`src/rtl/rngl_pkg.sv`:
```
// rngl_pkg: shared types and constants of the run n-gram segment labeler.
// Depends on nothing; imported by rngl_window, rngl_match and the top level.
`timescale 1ns / 1ps
`default_nettype none

package rngl_pkg;

    localparam int SYM_W      = 16;
    localparam int FRAME_W    = 32;
    localparam int ORDER_W    = 3;
    localparam int SIZE_W     = 5;
    localparam int TAG_W      = 5;
    localparam int ROW_W      = 4;
    localparam int POS_W      = 2;
    localparam int CFG_IDX_W  = 1;
    localparam int CFG_DATA_W = 5;
    localparam int IN_TDATA_W  = 56;
    localparam int OUT_TDATA_W = 72;

    localparam logic [CFG_IDX_W-1:0] CFG_NGRAM_ORDER = 1'b0;
    localparam logic [CFG_IDX_W-1:0] CFG_TABLE_SIZE  = 1'b1;

    localparam logic [ORDER_W-1:0] ORDER_RESET = 3'd3;
    localparam logic [SIZE_W-1:0]  SIZE_RESET  = 5'd16;

    localparam logic CMD_LABEL = 1'b0;
    localparam logic CMD_WRITE = 1'b1;

    localparam logic KIND_MATCH = 1'b0;
    localparam logic KIND_GAP   = 1'b1;

    typedef enum logic [3:0] {
        ST_IDLE,
        ST_TAIL_CHK,
        ST_DROP,
        ST_PLACE,
        ST_LOOK,
        ST_GAP,
        ST_HIT,
        ST_SHIFT,
        ST_AFTER,
        ST_TRAIL,
        ST_FLUSH
    } t_state;

    typedef enum logic [1:0] {
        M_IDLE,
        M_RD,
        M_CMP
    } t_match_state;

    typedef struct packed {
        logic                     clear;
        logic                     drop;
        logic                     place;
        logic signed [SYM_W-1:0]  sym;
        logic [FRAME_W-1:0]       start;
    } t_win_ctl;

    typedef struct packed {
        logic               start;
        logic [ORDER_W-1:0] ord;
        logic [SIZE_W-1:0]  entries;
    } t_match_req;

    typedef struct packed {
        logic             done;
        logic [TAG_W-1:0] tag;
    } t_match_st;

    typedef struct packed {
        logic               kind;
        logic [TAG_W-1:0]   tag;
        logic [FRAME_W-1:0] seg_begin;
        logic [FRAME_W-1:0] seg_length;
    } t_result;

endpackage

`default_nettype wire

```
`src/rtl/rngl_ram.sv`:
```
// rngl_ram: generic single-write, single-read synchronous RAM, registered read.
// No dependencies.
`timescale 1ns / 1ps
`default_nettype none

module rngl_ram #(
    parameter int WIDTH  = 16,
    parameter int DEPTH  = 64,
    parameter int ADDR_W = 6
) (
    input  wire logic              i_clk,
    input  wire logic              i_we,
    input  wire logic [ADDR_W-1:0] i_waddr,
    input  wire logic [WIDTH-1:0]  i_wdata,
    input  wire logic              i_re,
    input  wire logic [ADDR_W-1:0] i_raddr,
    output logic      [WIDTH-1:0]  o_rdata
);

    logic [WIDTH-1:0] r_mem [DEPTH];
    logic [WIDTH-1:0] r_rdata;

    always_ff @(posedge i_clk) begin
        if (i_we) begin
            r_mem[i_waddr] <= i_wdata;
        end
        if (i_re) begin
            r_rdata <= r_mem[i_raddr];
        end
    end

    assign o_rdata = r_rdata;

endmodule

`default_nettype wire

```
`src/rtl/rngl_window.sv`:
```
// rngl_window: sliding window of closed runs (symbol and start frame) and fill count.
// Depends on rngl_pkg.
`timescale 1ns / 1ps
`default_nettype none

module rngl_window
    import rngl_pkg::*;
#(
    parameter int MAX_ORDER = 4
) (
    input  wire logic                     i_clk,
    input  wire logic                     i_rst_n,
    input  wire t_win_ctl                 i_ctl,
    input  wire logic [ORDER_W-1:0]       i_rd_idx,
    output logic signed [SYM_W-1:0]       o_rd_sym,
    output logic [FRAME_W-1:0]            o_start0,
    output logic [ORDER_W-1:0]            o_filled
);

    localparam int IW = (MAX_ORDER > 1) ? $clog2(MAX_ORDER) : 1;

    logic signed [SYM_W-1:0] r_sym   [MAX_ORDER];
    logic [FRAME_W-1:0]      r_start [MAX_ORDER];
    logic [ORDER_W-1:0]      r_filled;
    logic [ORDER_W-1:0]      n_filled;

    always_comb begin
        n_filled = r_filled;
        if (i_ctl.clear) begin
            n_filled = '0;
        end else if (i_ctl.drop) begin
            if (r_filled != '0) begin
                n_filled = r_filled - ORDER_W'(1);
            end
        end else if (i_ctl.place) begin
            n_filled = r_filled + ORDER_W'(1);
        end
    end

    always_ff @(posedge i_clk) begin
        if (!i_rst_n) begin
            r_filled <= '0;
        end else begin
            r_filled <= n_filled;
        end
        if (i_ctl.drop) begin
            for (int i = 0; i < MAX_ORDER - 1; i++) begin
                r_sym[i]   <= r_sym[i + 1];
                r_start[i] <= r_start[i + 1];
            end
        end else if (i_ctl.place) begin
            r_sym[IW'(r_filled)]   <= i_ctl.sym;
            r_start[IW'(r_filled)] <= i_ctl.start;
        end
    end

    assign o_rd_sym = r_sym[IW'(i_rd_idx)];
    assign o_start0 = r_start[0];
    assign o_filled = r_filled;

endmodule

`default_nettype wire

```
`src/rtl/rngl_match.sv`:
```
// rngl_match: walks the n-gram table in RAM, one symbol per read, first hit wins.
// Depends on rngl_pkg; drives the read port of the table RAM.
`timescale 1ns / 1ps
`default_nettype none

module rngl_match
    import rngl_pkg::*;
#(
    parameter int MAX_ORDER = 4,
    parameter int ADDR_W    = 6
) (
    input  wire logic                    i_clk,
    input  wire logic                    i_rst_n,
    input  wire t_match_req              i_req,
    input  wire logic signed [SYM_W-1:0] i_win_sym,
    output logic [ORDER_W-1:0]           o_win_idx,
    output logic                         o_ram_re,
    output logic [ADDR_W-1:0]            o_ram_raddr,
    input  wire logic [SYM_W-1:0]        i_ram_rdata,
    output t_match_st                    o_st
);

    localparam logic [ADDR_W-1:0] STRIDE = ADDR_W'(MAX_ORDER);

    t_match_state       r_mstate, n_mstate;
    logic [SIZE_W-1:0]  r_e, n_e;
    logic [ORDER_W-1:0] r_s, n_s;
    logic [ADDR_W-1:0]  r_base, n_base;
    logic [ORDER_W-1:0] r_ord, n_ord;
    logic [SIZE_W-1:0]  r_n, n_n;
    logic               r_done, n_done;
    logic [TAG_W-1:0]   r_tag, n_tag;

    always_comb begin
        n_mstate = r_mstate;
        n_e      = r_e;
        n_s      = r_s;
        n_base   = r_base;
        n_ord    = r_ord;
        n_n      = r_n;
        n_done   = 1'b0;
        n_tag    = r_tag;
        o_ram_re = 1'b0;
        case (r_mstate)
            M_IDLE: begin
                if (i_req.start) begin
                    n_ord  = i_req.ord;
                    n_n    = i_req.entries;
                    n_e    = '0;
                    n_s    = '0;
                    n_base = '0;
                    if (i_req.entries == '0) begin
                        n_done = 1'b1;
                        n_tag  = '0;
                    end else begin
                        n_mstate = M_RD;
                    end
                end
            end
            M_RD: begin
                o_ram_re = 1'b1;
                n_mstate = M_CMP;
            end
            M_CMP: begin
                if (i_ram_rdata == $unsigned(i_win_sym)) begin
                    if ((r_s + ORDER_W'(1)) == r_ord) begin
                        n_done   = 1'b1;
                        n_tag    = TAG_W'(r_e + SIZE_W'(1));
                        n_mstate = M_IDLE;
                    end else begin
                        n_s      = r_s + ORDER_W'(1);
                        n_mstate = M_RD;
                    end
                end else if ((r_e + SIZE_W'(1)) == r_n) begin
                    n_done   = 1'b1;
                    n_tag    = '0;
                    n_mstate = M_IDLE;
                end else begin
                    n_e      = r_e + SIZE_W'(1);
                    n_s      = '0;
                    n_base   = r_base + STRIDE;
                    n_mstate = M_RD;
                end
            end
            default: begin
                n_mstate = M_IDLE;
            end
        endcase
    end

    always_ff @(posedge i_clk) begin
        if (!i_rst_n) begin
            r_mstate <= M_IDLE;
            r_done   <= 1'b0;
        end else begin
            r_mstate <= n_mstate;
            r_done   <= n_done;
        end
        r_e    <= n_e;
        r_s    <= n_s;
        r_base <= n_base;
        r_ord  <= n_ord;
        r_n    <= n_n;
        r_tag  <= n_tag;
    end

    assign o_win_idx   = r_s;
    assign o_ram_raddr = r_base + ADDR_W'(r_s);
    assign o_st.done   = r_done;
    assign o_st.tag    = r_tag;

endmodule

`default_nettype wire

```
`src/rtl/run_ngram_segment_labeler_core.sv`:
```
// run_ngram_segment_labeler_core: top level; run tracking, gap spans, output stage.
// Depends on rngl_pkg, rngl_ram, rngl_window, rngl_match.
//
// Input stream (s_axis): one beat per label frame or per table write. tuser selects
// the command (label frame / write table symbol), tlast marks the last frame of a
// segment. Output stream (m_axis): one beat per span, tuser = kind (match / oov gap),
// tlast on the last span caused by an input beat.
// Config: i_cfg_we writes i_cfg_data into register i_cfg_addr (0 = ngram_order,
// 1 = table_size); write only while the block is idle.
// Sequence: a table write is taken in idle. A label beat with no closing run steps
// through accept, tail check and flush. Each closed run drops the oldest runs while
// the window is full and places the new one; once the window is full again, a table
// walk follows, then a matched span (with a pending gap span ahead of it) or a miss,
// then a window shift; the walk reads stored symbols through the RAM read port.
// Spans are held in a one-deep hold register ahead of the output register, so the
// last flag is known before a span leaves; the block takes no new beat until all
// spans of the current beat are in the output register.
// Reset: no segment open, window empty, config at ngram_order 3 and table_size 16;
// the table RAM is not cleared and must be written before use.
// A stalled receiver holds m_axis and stalls the sequencer at the next span.
`timescale 1ns / 1ps
`default_nettype none

module run_ngram_segment_labeler_core
    import rngl_pkg::*;
#(
    parameter int MAX_ORDER   = 4,
    parameter int TABLE_DEPTH = 16
) (
    input  wire logic                    i_clk,
    input  wire logic                    i_rst_n,
    input  wire logic                    s_axis_tvalid,
    output logic                         s_axis_tready,
    // symbol[15:0], frame_index[47:16], table_row[51:48], table_position[53:52]
    input  wire logic [IN_TDATA_W-1:0]   s_axis_tdata,
    // command
    input  wire logic                    s_axis_tuser,
    input  wire logic                    s_axis_tlast,
    output logic                         m_axis_tvalid,
    input  wire logic                    m_axis_tready,
    // tag[4:0], seg_begin[36:5], seg_length[68:37]
    output logic [OUT_TDATA_W-1:0]       m_axis_tdata,
    // kind
    output logic                         m_axis_tuser,
    output logic                         m_axis_tlast,
    input  wire logic                    i_cfg_we,
    input  wire logic [CFG_IDX_W-1:0]    i_cfg_addr,
    input  wire logic [CFG_DATA_W-1:0]   i_cfg_data
);

    localparam int RAM_DEPTH = TABLE_DEPTH * MAX_ORDER;
    localparam int ADDR_W    = (RAM_DEPTH > 1) ? $clog2(RAM_DEPTH) : 1;
    localparam int ORD_CAP   = (MAX_ORDER > 7) ? 7 : MAX_ORDER;
    localparam int SIZE_CAP  = (TABLE_DEPTH > 31) ? 31 : TABLE_DEPTH;
    localparam logic [ORDER_W-1:0] ORD_CAP_V  = ORDER_W'(ORD_CAP);
    localparam logic [SIZE_W-1:0]  SIZE_CAP_V = SIZE_W'(SIZE_CAP);

    // input beat fields
    logic                    in_cmd;
    logic signed [SYM_W-1:0] in_sym;
    logic [FRAME_W-1:0]      in_frame;
    logic [ROW_W-1:0]        in_row;
    logic [POS_W-1:0]        in_pos;
    logic                    in_accept;

    assign in_cmd    = s_axis_tuser;
    assign in_sym    = s_axis_tdata[15:0];
    assign in_frame  = s_axis_tdata[47:16];
    assign in_row    = s_axis_tdata[51:48];
    assign in_pos    = s_axis_tdata[53:52];
    assign in_accept = s_axis_tvalid && s_axis_tready;

    // config registers
    logic [ORDER_W-1:0] r_ngram_order;
    logic [SIZE_W-1:0]  r_table_size;
    logic [ORDER_W-1:0] eff_ord;
    logic [SIZE_W-1:0]  eff_size;

    always_ff @(posedge i_clk) begin
        if (!i_rst_n) begin
            r_ngram_order <= ORDER_RESET;
            r_table_size  <= SIZE_RESET;
        end else if (i_cfg_we) begin
            case (i_cfg_addr)
                CFG_NGRAM_ORDER: r_ngram_order <= i_cfg_data[ORDER_W-1:0];
                CFG_TABLE_SIZE:  r_table_size  <= i_cfg_data;
                default: begin
                end
            endcase
        end
    end

    always_comb begin
        if (r_ngram_order == '0) begin
            eff_ord = ORDER_W'(1);
        end else if (r_ngram_order > ORD_CAP_V) begin
            eff_ord = ORD_CAP_V;
        end else begin
            eff_ord = r_ngram_order;
        end
        eff_size = (r_table_size > SIZE_CAP_V) ? SIZE_CAP_V : r_table_size;
    end

    // table RAM write
    logic              ram_we;
    logic [ADDR_W-1:0] ram_waddr;
    logic              ram_re;
    logic [ADDR_W-1:0] ram_raddr;
    logic [SYM_W-1:0]  ram_rdata;

    assign ram_we = in_accept && (in_cmd == CMD_WRITE)
                    && (32'(in_row) < 32'(TABLE_DEPTH))
                    && (32'(in_pos) < 32'(MAX_ORDER));
    assign ram_waddr = ADDR_W'(32'(in_row) * 32'(MAX_ORDER) + 32'(in_pos));

    // sequencer state
    t_state                  r_state, n_state;
    logic                    r_run_open, n_run_open;
    logic signed [SYM_W-1:0] r_run_label, n_run_label;
    logic [FRAME_W-1:0]      r_run_start, n_run_start;
    logic                    r_gap_pending, n_gap_pending;
    logic [FRAME_W-1:0]      r_gap_start, n_gap_start;
    logic [FRAME_W-1:0]      r_prev_frame, n_prev_frame;
    logic signed [SYM_W-1:0] r_sym, n_sym;
    logic [FRAME_W-1:0]      r_frame, n_frame;
    logic                    r_seg_last, n_seg_last;
    logic [FRAME_W-1:0]      r_stop, n_stop;
    logic                    r_final, n_final;
    logic [TAG_W-1:0]        r_tag, n_tag;
    t_result                 r_hold, n_hold;
    logic                    r_hold_valid, n_hold_valid;
    t_result                 r_out, n_out;
    logic                    r_out_last, n_out_last;
    logic                    r_out_valid, n_out_valid;

    t_win_ctl                win_ctl;
    logic signed [SYM_W-1:0] win_sym;
    logic [FRAME_W-1:0]      win_start0;
    logic [ORDER_W-1:0]      win_filled;
    logic [ORDER_W-1:0]      win_idx;
    t_match_req              m_req;
    t_match_st               m_st;

    logic    out_free;
    logic    can_push;
    logic    push;
    logic    flush;
    t_result push_res;

    assign out_free      = !r_out_valid || m_axis_tready;
    assign can_push      = !r_hold_valid || out_free;
    assign s_axis_tready = (r_state == ST_IDLE);

    always_comb begin
        n_state       = r_state;
        n_run_open    = r_run_open;
        n_run_label   = r_run_label;
        n_run_start   = r_run_start;
        n_gap_pending = r_gap_pending;
        n_gap_start   = r_gap_start;
        n_prev_frame  = r_prev_frame;
        n_sym         = r_sym;
        n_frame       = r_frame;
        n_seg_last    = r_seg_last;
        n_stop        = r_stop;
        n_final       = r_final;
        n_tag         = r_tag;
        win_ctl       = '{clear: 1'b0, drop: 1'b0, place: 1'b0,
                          sym: r_run_label, start: r_run_start};
        m_req         = '{start: 1'b0, ord: eff_ord, entries: eff_size};
        push          = 1'b0;
        flush         = 1'b0;
        push_res      = '{kind: KIND_GAP, tag: '0, seg_begin: r_gap_start,
                          seg_length: win_start0 - r_gap_start};

        case (r_state)
            ST_IDLE: begin
                if (in_accept && (in_cmd == CMD_LABEL)) begin
                    n_sym        = in_sym;
                    n_frame      = in_frame;
                    n_seg_last   = s_axis_tlast;
                    n_prev_frame = in_frame;
                    if (!r_run_open) begin
                        n_run_open    = 1'b1;
                        n_run_label   = in_sym;
                        n_run_start   = in_frame;
                        n_gap_start   = in_frame;
                        n_gap_pending = 1'b1;
                        win_ctl.clear = 1'b1;
                        n_state       = ST_TAIL_CHK;
                    end else if (in_sym != r_run_label) begin
                        n_stop  = r_prev_frame;
                        n_final = 1'b0;
                        n_state = ST_DROP;
                    end else begin
                        n_state = ST_TAIL_CHK;
                    end
                end
            end
            ST_TAIL_CHK: begin
                if (r_seg_last) begin
                    n_stop  = r_frame;
                    n_final = 1'b1;
                    n_state = ST_DROP;
                end else begin
                    n_state = ST_FLUSH;
                end
            end
            ST_DROP: begin
                if (win_filled >= eff_ord) begin
                    win_ctl.drop = 1'b1;
                end else begin
                    n_state = ST_PLACE;
                end
            end
            ST_PLACE: begin
                win_ctl.place = 1'b1;
                if ((win_filled + ORDER_W'(1)) < eff_ord) begin
                    n_state = r_final ? ST_TRAIL : ST_AFTER;
                end else begin
                    m_req.start = 1'b1;
                    n_state     = ST_LOOK;
                end
            end
            ST_LOOK: begin
                if (m_st.done) begin
                    if (m_st.tag != '0) begin
                        n_tag   = m_st.tag;
                        n_state = (r_gap_pending && (r_gap_start < win_start0))
                                  ? ST_GAP : ST_HIT;
                    end else begin
                        n_gap_pending = 1'b1;
                        n_state       = ST_SHIFT;
                    end
                end
            end
            ST_GAP: begin
                if (can_push) begin
                    push    = 1'b1;
                    n_state = ST_HIT;
                end
            end
            ST_HIT: begin
                push_res = '{kind: KIND_MATCH, tag: r_tag, seg_begin: win_start0,
                             seg_length: r_stop - win_start0 + FRAME_W'(1)};
                if (can_push) begin
                    push          = 1'b1;
                    n_gap_start   = r_stop + FRAME_W'(1);
                    n_gap_pending = 1'b0;
                    n_state       = ST_SHIFT;
                end
            end
            ST_SHIFT: begin
                win_ctl.drop = 1'b1;
                n_state      = r_final ? ST_TRAIL : ST_AFTER;
            end
            ST_AFTER: begin
                n_run_label = r_sym;
                n_run_start = r_frame;
                n_state     = ST_TAIL_CHK;
            end
            ST_TRAIL: begin
                push_res = '{kind: KIND_GAP, tag: '0, seg_begin: r_gap_start,
                             seg_length: r_frame + FRAME_W'(1) - r_gap_start};
                if (!r_gap_pending) begin
                    n_run_open = 1'b0;
                    n_state    = ST_FLUSH;
                end else if (can_push) begin
                    push       = 1'b1;
                    n_run_open = 1'b0;
                    n_state    = ST_FLUSH;
                end
            end
            ST_FLUSH: begin
                if (!r_hold_valid) begin
                    n_state = ST_IDLE;
                end else if (out_free) begin
                    flush   = 1'b1;
                    n_state = ST_IDLE;
                end
            end
            default: begin
                n_state = ST_IDLE;
            end
        endcase

        // hold register feeds the output register
        n_hold       = r_hold;
        n_hold_valid = r_hold_valid;
        n_out        = r_out;
        n_out_last   = r_out_last;
        n_out_valid  = r_out_valid && !m_axis_tready;
        if (push) begin
            if (r_hold_valid) begin
                n_out       = r_hold;
                n_out_last  = 1'b0;
                n_out_valid = 1'b1;
            end
            n_hold       = push_res;
            n_hold_valid = 1'b1;
        end else if (flush) begin
            n_out        = r_hold;
            n_out_last   = 1'b1;
            n_out_valid  = 1'b1;
            n_hold_valid = 1'b0;
        end
    end

    always_ff @(posedge i_clk) begin
        if (!i_rst_n) begin
            r_state       <= ST_IDLE;
            r_run_open    <= 1'b0;
            r_gap_pending <= 1'b1;
            r_hold_valid  <= 1'b0;
            r_out_valid   <= 1'b0;
        end else begin
            r_state       <= n_state;
            r_run_open    <= n_run_open;
            r_gap_pending <= n_gap_pending;
            r_hold_valid  <= n_hold_valid;
            r_out_valid   <= n_out_valid;
        end
        r_run_label  <= n_run_label;
        r_run_start  <= n_run_start;
        r_gap_start  <= n_gap_start;
        r_prev_frame <= n_prev_frame;
        r_sym        <= n_sym;
        r_frame      <= n_frame;
        r_seg_last   <= n_seg_last;
        r_stop       <= n_stop;
        r_final      <= n_final;
        r_tag        <= n_tag;
        r_hold       <= n_hold;
        r_out        <= n_out;
        r_out_last   <= n_out_last;
    end

    // table writes happen only in idle, walks only in ST_LOOK: no overlap on the RAM
    rngl_ram #(
        .WIDTH  (SYM_W),
        .DEPTH  (RAM_DEPTH),
        .ADDR_W (ADDR_W)
    ) u_table (
        .i_clk   (i_clk),
        .i_we    (ram_we),
        .i_waddr (ram_waddr),
        .i_wdata (in_sym),
        .i_re    (ram_re),
        .i_raddr (ram_raddr),
        .o_rdata (ram_rdata)
    );

    rngl_window #(
        .MAX_ORDER (MAX_ORDER)
    ) u_window (
        .i_clk    (i_clk),
        .i_rst_n  (i_rst_n),
        .i_ctl    (win_ctl),
        .i_rd_idx (win_idx),
        .o_rd_sym (win_sym),
        .o_start0 (win_start0),
        .o_filled (win_filled)
    );

    rngl_match #(
        .MAX_ORDER (MAX_ORDER),
        .ADDR_W    (ADDR_W)
    ) u_match (
        .i_clk       (i_clk),
        .i_rst_n     (i_rst_n),
        .i_req       (m_req),
        .i_win_sym   (win_sym),
        .o_win_idx   (win_idx),
        .o_ram_re    (ram_re),
        .o_ram_raddr (ram_raddr),
        .i_ram_rdata (ram_rdata),
        .o_st        (m_st)
    );

    assign m_axis_tvalid = r_out_valid;
    assign m_axis_tuser  = r_out.kind;
    assign m_axis_tlast  = r_out_last;
    assign m_axis_tdata  = {3'b000, r_out.seg_length, r_out.seg_begin, r_out.tag};

    a_done_in_look: assert property (@(posedge i_clk) disable iff (!i_rst_n)
        m_st.done |-> r_state == ST_LOOK)
        else $error("table walk finished outside lookup wait");

    a_idle_hold_empty: assert property (@(posedge i_clk) disable iff (!i_rst_n)
        r_state == ST_IDLE |-> !r_hold_valid)
        else $error("span left in hold register while idle");

    a_match_tag: assert property (@(posedge i_clk) disable iff (!i_rst_n)
        r_hold_valid && r_hold.kind == KIND_MATCH |-> r_hold.tag != '0)
        else $error("matched span with zero tag");

    a_hit_clears_gap: assert property (@(posedge i_clk) disable iff (!i_rst_n)
        r_state == ST_HIT && can_push |=> !r_gap_pending)
        else $error("gap still pending after a matched span");

    a_write_single: assert property (@(posedge i_clk) disable iff (!i_rst_n)
        in_accept && in_cmd == CMD_WRITE |=> r_state == ST_IDLE)
        else $error("table write left the idle state");

endmodule

`default_nettype wire
```
`config.mk`:
```
export PLATFORM = sky130hd
export DESIGN_NAME = run_ngram_segment_labeler_core
export DESIGN_NICKNAME = d
export VERILOG_FILES = /design/src/rtl/rngl_pkg.sv /design/src/rtl/rngl_ram.sv /design/src/rtl/rngl_window.sv /design/src/rtl/rngl_match.sv /design/src/rtl/run_ngram_segment_labeler_core.sv
export SDC_FILE = /design/constraint.sdc
export NUM_CORES = 2
export LEC_CHECK = 0
export ABC_CLOCK_PERIOD_IN_PS = 7100
export BUFFER_PORTS_ARGS = -buffer_cell sky130_fd_sc_hd__buf_4
export CAP_MARGIN = 20
export CORE_MARGIN = 4
export CORE_UTILIZATION = 40
export CTS_CLUSTER_DIAMETER = 120
export DETAILED_ROUTE_END_ITERATION = 6
export GPL_TIMING_DRIVEN = 1
export HOLD_SLACK_MARGIN = 0.05
export PLACE_DENSITY = 0.6
export REMOVE_ABC_BUFFERS = 1
export SLEW_MARGIN = 40
export SYNTH_ARGS = -nofsm -noshare
export SYNTH_HDL_FRONTEND = slang
export SYNTH_HIERARCHICAL = 1
export SYNTH_SLANG_ARGS = --single-unit
```
`constraint.sdc`:
```
create_clock -name i_clk -period 7.1 [get_ports i_clk]
set_input_delay 1.065 -clock i_clk [delete_from_list [all_inputs] [get_ports i_clk]]
set_output_delay 1.065 -clock i_clk [all_outputs]
set_load 0.1 [all_outputs]
```
==> flow_summary.toml <==
[outcome]
run_status = "completed"

[run]
cap_violations = 0

[clocking]
postCtsHoldBufs = 0
clock_sinks = 1587
clock_latency_ns = 0.78
clock_path_buffers = 3
cts_root_buffer = "clkbuf_16"
clk_pin_slew_ns = 0.06
cts_inserted_buffers = 166
cts_setup_buffers = 0
cts_tree = "yes"
cts-htree-levels = 4
post_cts_resized = 0

[synth]
synth_top_family_by_area = "multiplexers"
synth_ff_type = "edfxtp_1"
syn_inst = 3985
synth_area_um2 = 68300
synth_mux_area_share_pct = 12.7
synthXorXnorAreaFrac_pct = 2.09
synth_edf_count = 1565
ys_warn_count = 6
synthSimpleGateAreaFrac_pct = 4.79
yosysSeqAreaShare_pct = 69.5
synth_compound_area_share_pct = 5.56
async_reset_ff_share_pct = 0
ys_top_cells_by_area = "edfxtp_1 (69%), mux4_2 (7.8%), mux2_2 (3.1%), ha_1 (3.1%), mux2i_1 (1.4%)"
synth_top_area_share_pct = 68.8
synthAdderAreaFrac_pct = 3.18
synth.distinct_cells = 92
synth-seq-cells = 1587
syn_avg_cell_area_um2 = 17.1
yosysTopAreaCell = "edfxtp_1"

[timing]
setup_viol = 0
finalHoldViolCount = 0
worstMarginPinSlew_ns = 0.915
maxSlewHeadroom_pct = 39.0
rsz0062_at_grt = "no"
fmaxAchievable_ghz = 0.223
maxSlewViolCount = 0
final.setup_skew_ns = 0.0272
period_needed_ns = 4.48
period_share_pct = 63.2

[critical_path]
crit_fanout = 49
path_cells = "inv_1, ha_1, nand2b_1, a21o_1, a21oi_1, nor3_1, a21oi_1, nor2_1, nand2b_1, nor3_4, buf_4, or2_2, buf_4"
startpoint_type = "register"
cpPeakStageDelay_ns = 0.61
critPathRequiredTime_ns = 7.51
slowest_stage = "or2_2"
crit_buf_inv = 3
crit_type = "reg2reg"
worstPathArrival_ns = 4.90
cp-end-kind = "register"
critPathTopFamily = "simple AND/OR/NAND/NOR gates"

[global_routing]
overflow = 0
grtUsageTotal_pct = 17.7
antenna_found_initial = 6
grt_pass1_vias = 36250
grt_max_degree = 115
grt_first_pass_wirelength_um = 237000

[power_and_ir_drop]
ir_drop_mv = 0.253
p_total_uw = 24200
p_per_area_nw_per_um2 = 313
leakage_uw = 0.0260

[floorplanning]
die-area_um2 = 177000
initial_core_util_pct = 40.3
core_um2 = 169000
die_y_um = 421
ios = 145
die-width_um = 421
num_rows = 151

[final_layout]
drive_gt1_share_pct = 22.6
area_growth_pct = 13.3
fillers = 14581
nets = 4458
stdcell_area_um2 = 77400
mostFrequentLayoutCell = "edfxtp_1"
layout_common_cells = "edfxtp_1 (1565), buf_4 (246), mux4_2 (237), mux2_2 (186), nand2_1 (185)"
instances_no_fill = 6572

[place]
port_buffers = 139
globalplace.congestion = 0.929
dp_hpwl_um = 99400
dp.cells = 6268
dpl-instance-area_um2 = 72100

[hold_path]
hold_path_class = "reg2reg"

[detailed_routing]
avgViaCountPerCell = 5.51
ant_nets = 0
drt_wl_total_um = 159000
first_pass_iters = 5
wl_per_cell_um = 24.2
post-route-drc-count = 0
vias = 36214
drtIter0Drc = 3203
flip-flops by register name, summed over array words and instances (netlist names), 5 cells and up:
| register | cells |
|---|---|
| r_sym | 16 |
| m_axis_tdata | 69 |
| r_frame | 32 |
| r_stop | 32 |
| r_tag | 5 |
| u_table/r_mem | 1024 |
| r_hold | 70 |
| u_window/r_start | 128 |
| u_window/r_sym | 64 |
| u_match/r_tag | 5 |
| r_run_label | 16 |
| r_run_start | 32 |
| u_match/r_e | 5 |
| u_match/r_n | 5 |
| u_table/o_rdata | 16 |
| r_gap_start | 32 |
| r_table_size | 5 |
report_power, final:
| group | total, µW | internal (µW) | switching, µW |
|---|---|---|---|
| Clock | 8300 | 4730 | 3570 |
| Sequential | 11300 | 10900 | 322 |
| Combinational | 4620 | 1790 | 2830 |
worst register-to-register path: cells and delay by family (launching register included):
| family | cells | cell delay [ns] |
|---|---|---|
| simple gates | 6 | 1.50 |
| flops | 1 | 0.59 |
| buf+inv | 3 | 1.19 |
| compound gates | 3 | 0.53 |
| fa+ha+maj | 1 | 0.29 |
stage by stage:
stage / hold slack, ns / setup WS (ns) / TNS, ns / utilization [%]
global placement: 0.400 / 2.58 / 0 / 42.5
detailed placement: 0.405 / 2.54 / 0 / 42.6
finish: 0.406 / 2.62 / 0 / 45.6
floorplan: 0.400 / -5.50 / -224.99 / -
global route: 0.421 / 2.21 / 0 / 45.6
CTS: 0.406 / 2.51 / 0 / 45.6
synthesized netlist by cell type, types with 13 or more instances:
cell type and count:
edfxtp_1 1565, mux4_2 237, mux2_2 186, nand2_1 185, ha_1 167, nor2_1 143
o21ai_0 130, inv_1 109, a21oi_1 107, mux2i_1 98, clkbuf_1 94, xor2_1 86
a22oi_1 81, nand3_1 81, xnor2_1 72, nor2b_1 52, a21o_1 44, buf_2 40
buf_4 26, a211oi_1 25, and3_1 24, dfxtp_1 22, nor3_1 22, a221oi_1 21
a31oi_1 19, mux2_1 18, nand2b_1 18, nand4_1 18, and4_1 16, and2_1 15
a311oi_1 14, buf_6 14, nor4_1 14, o21bai_1 14, o211ai_1 13, or2_2 13
per-layer routing:
| metal | GRT usage, % | vias up | wire, µm |
|---|---|---|---|
| li1 | - | 16303 | - |
| met1 | 24.0 | 18479 | 67100 |
| met2 | 28.9 | 1181 | 76700 |
| met3 | 3.25 | 251 | 10500 |
| met4 | 5.75 | 0 | 4640 |
| met5 | 0 | - | 0 |
cells by family after synthesis:
logic type | Yosys count
AOI/OAI and AO/OA | 568
xor gates and xnor gates | 160
adders and majority gates | 171
buffers and inverters | 303
DFF | 1587
muxes | 542
other | 1
and+or+nand+nor | 653
final timing paths:
check                                     from                          endpoint  slack [ns]  cells after the start
min                       r_hold[19]$_DFFE_PP_        m_axis_tdata[56]$_DFFE_PP_        0.41                      0
min reg2reg               r_hold[19]$_DFFE_PP_        m_axis_tdata[56]$_DFFE_PP_        0.41                      0
max reg2reg  u_window/o_filled[0]$_SDFFE_PP0P_  u_window/r_start[1][2]$_DFFE_PP_        2.62                     13
max          u_window/o_filled[0]$_SDFFE_PP0P_  u_window/r_start[1][2]$_DFFE_PP_        2.62                     13
area by class of cell:
cell class / instances / area [µm²] / area share [%]
antenna: 5 / 12.5 / 0.0162
clock inverter: 88 / 795 / 1.03
tap: 2218 / 2780 / 3.59
multi-input combinational: 2097 / 19600 / 25.3
sequential: 1587 / 47400 / 61.3
inverter: 111 / 417 / 0.539
timing repair buffer: 255 / 1970 / 2.54
clock buffer: 211 / 4410 / 5.70
Note: power is estimated with default switching activity, not from simulation.
